--- config.mk ---
export PLATFORM = sky130hd
export DESIGN_NAME = sine_taylor_series
export DESIGN_NICKNAME = d
export VERILOG_FILES = /design/src/sts_pkg.sv /design/src/sts_mac.sv /design/src/sts_div.sv /design/src/sine_taylor_series.sv
export SDC_FILE = /design/constraint.sdc
export NUM_CORES = 2
export LEC_CHECK = 0
export BUFFER_PORTS_ARGS = -buffer_cell sky130_fd_sc_hd__buf_2
export CORE_ASPECT_RATIO = 0.9
export CORE_MARGIN = 2
export CORE_UTILIZATION = 46
export CTS_CLUSTER_DIAMETER = 120
export CTS_CLUSTER_SIZE = 8
export DETAILED_ROUTE_END_ITERATION = 8
export GPL_TIMING_DRIVEN = 0
export SLEW_MARGIN = 20
export SYNTH_ARGS = -nofsm -noshare
export SYNTH_HDL_FRONTEND = slang
export SYNTH_SLANG_ARGS = --single-unit
export TNS_END_PERCENT = 10
--- constraint.sdc ---
create_clock -name clk -period 25.4 [get_ports clk]
set_clock_uncertainty 0.1 [all_clocks]
set_input_delay 2.54 -clock clk [delete_from_list [all_inputs] [get_ports clk]]
set_output_delay 2.54 -clock clk [all_outputs]
set_load 0.01 [all_outputs]
--- src/sts_pkg.sv ---
// ---------------------------------------------------------------------------
// Sine Taylor series package
// Widths, fixed-point constants and the divisor table shared by the sine
// series block and its arithmetic units.
// ---------------------------------------------------------------------------
package sts_pkg;

  localparam int ANG_W  = 32;  // input angle, signed Q8.24
  localparam int RED_W  = 33;  // range reduction register, signed
  localparam int XR_W   = 27;  // reduced angle, Q3.24, below 2pi
  localparam int TOL_W  = 31;  // tolerance register, Q1.30
  localparam int SINE_W = 32;  // sine result, signed Q2.30
  localparam int CNT_W  = 6;   // terms used
  localparam int IDX_W  = 5;   // term index into the divisor table
  localparam int TERM_W = 37;  // term magnitude, unsigned Q30
  localparam int X2_W   = 36;  // x squared, unsigned Q30
  localparam int PROD_W = TERM_W + X2_W;
  localparam int P_W    = PROD_W - 30;
  localparam int NUM_W  = P_W + 1;
  localparam int DEN_W  = 13;
  localparam int SUM_W  = 40;

  localparam logic signed [RED_W-1:0] TWO_PI_Q24 = 33'sd105414357;
  localparam logic signed [SUM_W-1:0] ONE_Q30    = 40'sd1073741824;
  localparam logic [TOL_W-1:0]        TOL_RESET  = 31'd1074;

  typedef logic [TERM_W-1:0] term_t;
  typedef logic [X2_W-1:0]   x2_t;
  typedef logic [PROD_W-1:0] prod_t;

  // Divisor that turns term n into term n+1: (2n+2)(2n+3).
  function automatic logic [DEN_W-1:0] den_of(input logic [IDX_W-1:0] n);
    logic [DEN_W-1:0] f0;
    logic [DEN_W-1:0] f1;
    logic [2*DEN_W-1:0] prod;
    f0   = DEN_W'({n, 1'b0}) + DEN_W'(2);
    f1   = f0 + DEN_W'(1);
    prod = f0 * f1;
    return prod[DEN_W-1:0];
  endfunction

endpackage

--- src/sts_mac.sv ---
// ---------------------------------------------------------------------------
// Sine Taylor series shared multiplier
// Forms a 37 x 36 bit unsigned product from four 19 x 19 bit partial
// products, one per cycle, each registered before it is accumulated.
// ---------------------------------------------------------------------------
module sts_mac (
  input  logic                clk,
  input  logic                rst_n,
  input  logic                start,
  input  sts_pkg::term_t      a,
  input  sts_pkg::x2_t        b,
  output logic                done,
  output sts_pkg::prod_t      prod
);

  localparam int PP_W = 38;

  sts_pkg::term_t a_r;
  sts_pkg::x2_t   b_r;
  logic           busy_r;
  logic [1:0]     step_r;
  logic           pp_vld_r;
  logic [1:0]     pp_sel_r;
  logic [PP_W-1:0] pp_r;
  sts_pkg::prod_t acc_r;
  logic           done_r;

  logic [18:0]    opa;
  logic [18:0]    opb;
  sts_pkg::prod_t pp_ext;
  sts_pkg::prod_t pp_sh;

  always_comb begin
    unique case (step_r)
      2'd0: begin
        opa = a_r[18:0];
        opb = {1'b0, b_r[17:0]};
      end
      2'd1: begin
        opa = {1'b0, a_r[36:19]};
        opb = {1'b0, b_r[17:0]};
      end
      2'd2: begin
        opa = a_r[18:0];
        opb = {1'b0, b_r[35:18]};
      end
      default: begin
        opa = {1'b0, a_r[36:19]};
        opb = {1'b0, b_r[35:18]};
      end
    endcase
  end

  assign pp_ext = sts_pkg::PROD_W'(pp_r);

  always_comb begin
    unique case (pp_sel_r)
      2'd0:    pp_sh = pp_ext;
      2'd1:    pp_sh = pp_ext << 19;
      2'd2:    pp_sh = pp_ext << 18;
      default: pp_sh = pp_ext << 37;
    endcase
  end

  always_ff @(posedge clk) begin
    if (!rst_n) begin
      busy_r   <= 1'b0;
      step_r   <= 2'd0;
      pp_vld_r <= 1'b0;
      pp_sel_r <= 2'd0;
      done_r   <= 1'b0;
    end else begin
      pp_vld_r <= busy_r;
      pp_sel_r <= step_r;
      done_r   <= pp_vld_r && (pp_sel_r == 2'd3);
      if (start) begin
        busy_r <= 1'b1;
        step_r <= 2'd0;
      end else if (busy_r) begin
        step_r <= step_r + 2'd1;
        if (step_r == 2'd3) begin
          busy_r <= 1'b0;
        end
      end
    end
  end

  always_ff @(posedge clk) begin
    pp_r <= PP_W'(opa * opb);
    if (start) begin
      a_r   <= a;
      b_r   <= b;
      acc_r <= '0;
    end else if (pp_vld_r) begin
      acc_r <= acc_r + pp_sh;
    end
  end

  assign done = done_r;
  assign prod = acc_r;

endmodule

--- src/sts_div.sv ---
// ---------------------------------------------------------------------------
// Sine Taylor series divider
// Radix-4 restoring divider: two quotient bits per cycle by comparing the
// partial remainder against one, two and three times the divisor.
// ---------------------------------------------------------------------------
module sts_div (
  input  logic                          clk,
  input  logic                          rst_n,
  input  logic                          start,
  input  logic [sts_pkg::NUM_W-1:0]     num,
  input  logic [sts_pkg::DEN_W-1:0]     den,
  output logic                          done,
  output logic [sts_pkg::NUM_W-1:0]     quo
);

  localparam int ITER  = sts_pkg::NUM_W / 2;
  localparam int CNT_W = $clog2(ITER);
  localparam int R4_W  = sts_pkg::DEN_W + 2;

  logic                       busy_r;
  logic [CNT_W-1:0]           cnt_r;
  logic                       done_r;
  logic [sts_pkg::NUM_W-1:0]  num_r;
  logic [sts_pkg::NUM_W-1:0]  quo_r;
  logic [sts_pkg::DEN_W-1:0]  rem_r;
  logic [sts_pkg::DEN_W-1:0]  den_r;

  logic [R4_W-1:0] r4;
  logic [R4_W-1:0] d1;
  logic [R4_W-1:0] d2;
  logic [R4_W-1:0] d3;
  logic [R4_W-1:0] diff;
  logic [1:0]      digit;

  assign r4 = {rem_r, num_r[sts_pkg::NUM_W-1 -: 2]};
  assign d1 = R4_W'(den_r);
  assign d2 = R4_W'({den_r, 1'b0});
  assign d3 = d1 + d2;

  // The remainder stays below the divisor, so the digit never exceeds three.
  always_comb begin
    priority if (r4 >= d3) begin
      digit = 2'd3;
      diff  = r4 - d3;
    end else if (r4 >= d2) begin
      digit = 2'd2;
      diff  = r4 - d2;
    end else if (r4 >= d1) begin
      digit = 2'd1;
      diff  = r4 - d1;
    end else begin
      digit = 2'd0;
      diff  = r4;
    end
  end

  always_ff @(posedge clk) begin
    if (!rst_n) begin
      busy_r <= 1'b0;
      cnt_r  <= '0;
      done_r <= 1'b0;
    end else begin
      done_r <= 1'b0;
      if (start) begin
        busy_r <= 1'b1;
        cnt_r  <= '0;
      end else if (busy_r) begin
        cnt_r <= cnt_r + CNT_W'(1);
        if (cnt_r == CNT_W'(ITER - 1)) begin
          busy_r <= 1'b0;
          done_r <= 1'b1;
        end
      end
    end
  end

  always_ff @(posedge clk) begin
    if (start) begin
      num_r <= num;
      den_r <= den;
      rem_r <= '0;
      quo_r <= '0;
    end else if (busy_r) begin
      num_r <= num_r << 2;
      rem_r <= diff[sts_pkg::DEN_W-1:0];
      quo_r <= {quo_r[sts_pkg::NUM_W-3:0], digit};
    end
  end

  assign done = done_r;
  assign quo  = quo_r;

endmodule

--- src/sine_taylor_series.sv ---
// ---------------------------------------------------------------------------
// Sine by Taylor series
// Reduces a Q8.24 angle into [0, 2pi), then sums alternating Taylor terms
// until a term falls to the tolerance or the term cap is reached, and
// returns the saturated Q2.30 sine with the number of terms added.
// ---------------------------------------------------------------------------
//  channel  direction  payload (low bits first)
//  in_      slave      angle[31:0]
//  out_     master     sine[31:0], terms_used[37:32], zero pad[39:38]
//  cfg_     write      tolerance[30:0]
//
// Range reduction adds or subtracts 2pi until the angle lies in [0, 2pi),
// at most 21 steps; the series then adds up to MAX_TERMS terms. Each
// term passes one check, the shared multiplier (four partial products
// and two register stages), a divider load and the radix-4 divider.
// in_tready is high only while no angle is in progress. A finished result
// waits in the output register, so a new angle may be taken while it stalls.
// Reset is synchronous; it empties the output and sets tolerance to 1074.
// ---------------------------------------------------------------------------
module sine_taylor_series #(
  parameter int MAX_TERMS = 16
) (
  input  logic                        clk,
  input  logic                        rst_n,
  input  logic                        cfg_we,
  input  logic [sts_pkg::TOL_W-1:0]   cfg_wdata,   // tolerance
  input  logic                        in_tvalid,
  output logic                        in_tready,
  input  logic [31:0]                 in_tdata,    // angle[31:0]
  output logic                        out_tvalid,
  input  logic                        out_tready,
  output logic [39:0]                 out_tdata    // sine[31:0], terms_used[37:32]
);

  localparam logic [2:0] S_IDLE = 3'd0;
  localparam logic [2:0] S_RED  = 3'd1;
  localparam logic [2:0] S_SQ   = 3'd2;
  localparam logic [2:0] S_CHK  = 3'd3;
  localparam logic [2:0] S_MUL  = 3'd4;
  localparam logic [2:0] S_PRE  = 3'd5;
  localparam logic [2:0] S_DIV  = 3'd6;
  localparam logic [2:0] S_DONE = 3'd7;

  localparam int W = sts_pkg::SUM_W;

  logic [2:0]                         state_r;
  logic [sts_pkg::TOL_W-1:0]          tol_r;
  logic signed [sts_pkg::RED_W-1:0]   red_r;
  sts_pkg::term_t                     term_r;
  sts_pkg::x2_t                       x2_r;
  logic [sts_pkg::P_W-1:0]            p_r;
  logic [sts_pkg::DEN_W-1:0]          d_r;
  logic signed [W-1:0]                sum_r;
  logic [sts_pkg::CNT_W-1:0]          n_r;
  logic                               out_vld_r;
  logic [sts_pkg::SINE_W-1:0]         out_sine_r;
  logic [sts_pkg::CNT_W-1:0]          out_cnt_r;

  logic                               mac_start;
  sts_pkg::term_t                     mac_a;
  sts_pkg::x2_t                       mac_b;
  logic                               mac_done;
  sts_pkg::prod_t                     mac_prod;
  sts_pkg::prod_t                     sq_round;
  sts_pkg::prod_t                     p_round;
  logic                               div_start;
  logic [sts_pkg::NUM_W-1:0]          div_num;
  logic                               div_done;
  logic [sts_pkg::NUM_W-1:0]          div_quo;

  logic                               red_neg;
  logic                               red_high;
  logic                               term_small;
  logic                               last_term;
  logic signed [W-1:0]                term_s;
  logic signed [W-1:0]                sum_sat;
  logic                               out_free;

  assign red_neg    = red_r < 0;
  assign red_high   = red_r >= sts_pkg::TWO_PI_Q24;
  assign term_small = term_r <= sts_pkg::TERM_W'(tol_r);
  assign last_term  = (n_r + sts_pkg::CNT_W'(1)) == sts_pkg::CNT_W'(MAX_TERMS);
  assign term_s     = signed'(W'(term_r));
  assign out_free   = !out_vld_r || out_tready;

  assign mac_start = ((state_r == S_RED) && !red_neg && !red_high) ||
                     ((state_r == S_CHK) && !term_small && !last_term);
  assign mac_a     = (state_r == S_RED) ? sts_pkg::TERM_W'(red_r[sts_pkg::XR_W-1:0]) : term_r;
  assign mac_b     = (state_r == S_RED) ? sts_pkg::X2_W'(red_r[sts_pkg::XR_W-1:0]) : x2_r;

  // Round half up before dropping the fraction bits.
  assign sq_round  = mac_prod + sts_pkg::PROD_W'(1 << 17);
  assign p_round   = mac_prod + sts_pkg::PROD_W'(1 << 29);

  assign div_start = (state_r == S_PRE);
  assign div_num   = sts_pkg::NUM_W'(p_r) + sts_pkg::NUM_W'(d_r[sts_pkg::DEN_W-1:1]);

  always_comb begin
    priority if (sum_r > sts_pkg::ONE_Q30) begin
      sum_sat = sts_pkg::ONE_Q30;
    end else if (sum_r < -sts_pkg::ONE_Q30) begin
      sum_sat = -sts_pkg::ONE_Q30;
    end else begin
      sum_sat = sum_r;
    end
  end

  sts_mac u_sts_mac (
    .clk   (clk),
    .rst_n (rst_n),
    .start (mac_start),
    .a     (mac_a),
    .b     (mac_b),
    .done  (mac_done),
    .prod  (mac_prod)
  );

  sts_div u_sts_div (
    .clk   (clk),
    .rst_n (rst_n),
    .start (div_start),
    .num   (div_num),
    .den   (d_r),
    .done  (div_done),
    .quo   (div_quo)
  );

  always_ff @(posedge clk) begin
    if (!rst_n) begin
      state_r   <= S_IDLE;
      tol_r     <= sts_pkg::TOL_RESET;
      out_vld_r <= 1'b0;
    end else begin
      if (cfg_we) begin
        tol_r <= cfg_wdata;
      end
      if ((state_r == S_DONE) && out_free) begin
        out_vld_r <= 1'b1;
      end else if (out_tready) begin
        out_vld_r <= 1'b0;
      end
      unique case (state_r)
        S_IDLE: begin
          if (in_tvalid) begin
            state_r <= S_RED;
          end
        end
        S_RED: begin
          if (!red_neg && !red_high) begin
            state_r <= S_SQ;
          end
        end
        S_SQ: begin
          if (mac_done) begin
            state_r <= S_CHK;
          end
        end
        S_CHK: begin
          if (term_small || last_term) begin
            state_r <= S_DONE;
          end else begin
            state_r <= S_MUL;
          end
        end
        S_MUL: begin
          if (mac_done) begin
            state_r <= S_PRE;
          end
        end
        S_PRE: begin
          state_r <= S_DIV;
        end
        S_DIV: begin
          if (div_done) begin
            state_r <= S_CHK;
          end
        end
        S_DONE: begin
          if (out_free) begin
            state_r <= S_IDLE;
          end
        end
        default: begin
          state_r <= S_IDLE;
        end
      endcase
    end
  end

  always_ff @(posedge clk) begin
    if ((state_r == S_IDLE) && in_tvalid) begin
      red_r <= sts_pkg::RED_W'(signed'(in_tdata));
    end
    if (state_r == S_RED) begin
      if (red_neg) begin
        red_r <= red_r + sts_pkg::TWO_PI_Q24;
      end else if (red_high) begin
        red_r <= red_r - sts_pkg::TWO_PI_Q24;
      end else begin
        term_r <= {4'b0, red_r[sts_pkg::XR_W-1:0], 6'b0};
      end
    end
    if ((state_r == S_SQ) && mac_done) begin
      x2_r  <= sq_round[sts_pkg::X2_W+17:18];
      n_r   <= '0;
      sum_r <= '0;
    end
    if ((state_r == S_CHK) && !term_small) begin
      sum_r <= n_r[0] ? (sum_r - term_s) : (sum_r + term_s);
      n_r   <= n_r + sts_pkg::CNT_W'(1);
      d_r   <= sts_pkg::den_of(n_r[sts_pkg::IDX_W-1:0]);
    end
    if ((state_r == S_MUL) && mac_done) begin
      p_r <= p_round[sts_pkg::PROD_W-1:30];
    end
    if ((state_r == S_DIV) && div_done) begin
      term_r <= div_quo[sts_pkg::TERM_W-1:0];
    end
    if ((state_r == S_DONE) && out_free) begin
      out_sine_r <= sum_sat[sts_pkg::SINE_W-1:0];
      out_cnt_r  <= n_r;
    end
  end

  assign in_tready  = (state_r == S_IDLE);
  assign out_tvalid = out_vld_r;
  assign out_tdata  = {2'b0, out_cnt_r, out_sine_r};

endmodule

==> run_results.csv <==
group,metric,value,unit
cells_and_area,drive_gt1_share,5.93,%
global_routing,grt.overflow.total,0,
cells_and_area,num-fill-cells,9818,
hold_path,holdCritPathClass,"register to register",
cells_and_area,final_cell_area,53000,um2
timing,setup_viol,0,
placed_design,dp_hpwl,127,mm
clock_tree,clk_root_buffer_cell,"clkbuf_16",
timing,setup_tns,0,ns
cells_and_area,synthToLayoutAreaGrowth,10.3,%
timing,grt_setup_unrepaired,"no",
routing,post_drt_wl_per_cell,22.7,um
placed_design,portBuffers,106,
timing,maxSlewViolCount,0,
routing,drcViolationCount,0,
cells_and_area,final_nets,6257,
routing,vias_per_cell,5.72,
yosys,synth.yosys.warnings,0,
timing,worst_pin_slew,1.20,ns
cells_and_area,multi_input_area,30300,um2
yosys,synth_top_family_by_area,"adder cells",
placed_design,gp_congestion,0.954,
clock_tree,cts-resized-gates,0,
timing,holdWs,0.369,ns
timing,post-route-period-util,40.8,%
global_routing,globalRouteTotalUtil,29.8,%
floorplan,start_util,46.3,%
yosys,synth-simple-area-share,17.3,%
clock_tree,insertion_delay,0.67,ns
floorplan,die_area,107000,um2
critical_path,cp_max_fo,10,
placed_design,dpl-instance-area,50600,um2
yosys,avgSynthCellArea,8.99,um2
critical_path,cpMaxStageDelayCell,"mux2i_1",
critical_path,critical_path_buf_inv_count,7,
timing,fmax,96.5,MHz
floorplan,dieWidth,344,um
timing,min_period,10.36,ns
yosys,synthAdderAreaFrac,21.2,%
routing,ant_nets,0,
routing,drt_wl_total,158,mm
yosys,synth.distinct_cells,85,
critical_path,cpPeakStageDelay,1.05,ns
routing,drtIter0Drc,3726,
yosys,syn_area,48000,um2
yosys,synth_compound_area_share,13.2,%
yosys,synth-xor-area-share,6.51,%
yosys,ys_seq_area_share,31.4,%
critical_path,end_kind,"register",
clock_tree,hold_buffers,0,
critical_path,r2r_slack,15.04,ns
critical_path,crit_arrival,10.83,ns
outcome,outcome,"finished clean",
global_routing,grt_start_max_net_pins,83,
clock_tree,htreeDepth,3,
clock_tree,post-cts-setup-buffers,0,
timing,hold_violations,0,
global_routing,first_global_vias,38493,
cells_and_area,ff_latch_area,15100,um2
critical_path,critPathTopFamily,"adder cells",
clock_tree,clkTransAtPathRegs,0.06,ns
job,max_cap_viol_count,0,
floorplan,num_rows,112,
yosys,synth_flop_cell,"edfxtp_1",
routing,first_pass_iters,8,
critical_path,path_common_cell,"fa_1",
critical_path,critPathLaunchType,"register",
routing,vias,39868,
floorplan,fp.dieH,310,um
timing,relSlewSlack,17.5,%
clock_tree,cts.path.max_buffers,3,
yosys,synthMuxAreaShare,4.79,%
clock_tree,cts_tree,"yes",
global_routing,grt_pass1_wl,239,mm
clock_tree,cts_made_buffers,83,
yosys,synth_seq_cells,583,
clock_tree,cts.sinks,583,
yosys,synth_edf_count,341,
critical_path,crit_required,25.87,ns
yosys,synthCells,5338,
critical_path,worstSetupPathType,"register to register",
floorplan,io_pins,110,
global_routing,antenna_found_initial,6,
yosys,async_flop_share,0,%
floorplan,core_area,104000,um2
layout by cell type, fill, tap and decap left out, types with 83 or more instances in the layout:
| cell | n |
|---|---|
| o21ai_0 | 238 |
| nor2b_1 | 89 |
| nand2_1 | 710 |
| nor2_1 | 505 |
| clkbuf_16 | 83 |
| mux2i_1 | 164 |
| buf_2 | 113 |
| edfxtp_1 | 341 |
| inv_1 | 467 |
| dfxtp_1 | 242 |
| a21oi_1 | 283 |
| fa_1 | 287 |
| xnor2_1 | 202 |
| clkbuf_1 | 245 |
| xor2_1 | 155 |
| ha_1 | 353 |
| nand3_1 | 95 |
| a21o_1 | 111 |
cells in the mapped netlist (15+ instances only):
cell	count	share of area [%]
or3_1	28	0.36
and2_1	70	0.91
mux2_2	45	1.1
nor3_1	81	0.84
o21bai_1	46	0.72
edfxtp_1	341	21
nand2_1	711	5.6
nand3_1	95	0.99
mux2i_1	179	3.7
ha_1	353	9.2
nor2b_1	90	1.2
dfxtp_1	242	10
nand2b_1	33	0.43
a21o_1	111	1.7
nor4_1	23	0.30
clkbuf_1	202	1.6
a221oi_1	15	0.27
a21oi_1	283	3.0
a31oi_1	27	0.35
inv_1	467	3.7
a22o_1	22	0.40
o22ai_1	17	0.22
o31ai_1	22	0.34
a21boi_0	16	0.25
a211oi_1	25	0.39
o21a_1	41	0.64
xor2_1	155	2.8
nor2_1	506	4.0
o211ai_1	36	0.56
fa_1	287	12
nand4_1	72	0.94
and3_1	58	0.76
o21ai_0	239	2.5
xnor2_1	202	3.7
buf_1	19	0.15
path summary, 6_finish.rpt:
check	depth (start not counted)	start	end
worst max-delay path	28	u_sts_mac.step_r[0]$_SDFFE_PP0P_	u_sts_mac.pp_r[36]$_DFF_P_
worst min-delay path	0	n_r[5]$_SDFFCE_PN0P_	out_cnt_r[5]$_DFFE_PP_
worst max register to register	28	u_sts_mac.step_r[0]$_SDFFE_PP0P_	u_sts_mac.pp_r[36]$_DFF_P_
worst min register to register	0	n_r[5]$_SDFFCE_PN0P_	out_cnt_r[5]$_DFFE_PP_
per-stage QoR:
stage / std cells / utilization [%] / worst slack, ns
after floorplan: 5341 / - / 17.21
after global placement: 6815 / 48.5 / 15.24
after detailed placement: 6832 / 48.8 / 15.26
after CTS: 6967 / 51.1 / 15.21
after global routing: 6967 / 51.1 / 14.73
final: 6968 / 51.1 / 15.04
logic make-up (layout without fill, tap and decap cells):
logic type      Yosys count  after routing
flops                   583            583
compound gates          997            997
other cells               1              5
mux                     224            224
simple gates           1828           1828
buf+inv                 708            966
xor+xnor                357            357
fa+ha+maj               640            640
sequential cells by signal, indices dropped and copies added (netlist names), 12 cells and up:
signal / count
u_sts_div.num_r: 44
p_r: 43
sum_r: 40
u_sts_mac.prod: 73
out_sine_r: 32
u_sts_mac.pp_r: 37
u_sts_mac.a_r: 37
u_sts_div.quo: 37
red_r: 33
d_r: 12
x2_r: 36
term_r: 37
u_sts_div.rem_r: 13
tol_r: 31
u_sts_mac.b_r: 36
u_sts_div.den_r: 12
per-layer routing:
| layer | vias to the layer above | wire length [um] | global-route usage (%) |
|---|---|---|---|
| li1 | 18737 | - | - |
| met1 | 19363 | 73100 | 43.9 |
| met2 | 1535 | 68200 | 45.2 |
| met3 | 233 | 12500 | 4.63 |
| met4 | 0 | 4640 | 8.16 |
| met5 | - | 0 | 0 |
final cells by class:
| cell class | instances | area share [%] |
|---|---|---|
| Buffer | 237 | 1.81 |
| Sequential cell | 583 | 28.5 |
| Antenna cell | 1 | 0.00473 |
| Inverter | 471 | 3.34 |
| Clock inverter | 8 | 0.239 |
| Multi-Input combinational cell | 4050 | 57.2 |
| Clock buffer | 127 | 4.23 |
| Tap cell | 1368 | 3.23 |
| Timing Repair Buffer | 123 | 1.41 |
Power is not shown: default switching activity piles up to over one toggle a cycle in this logic, so the estimate is an artifact.
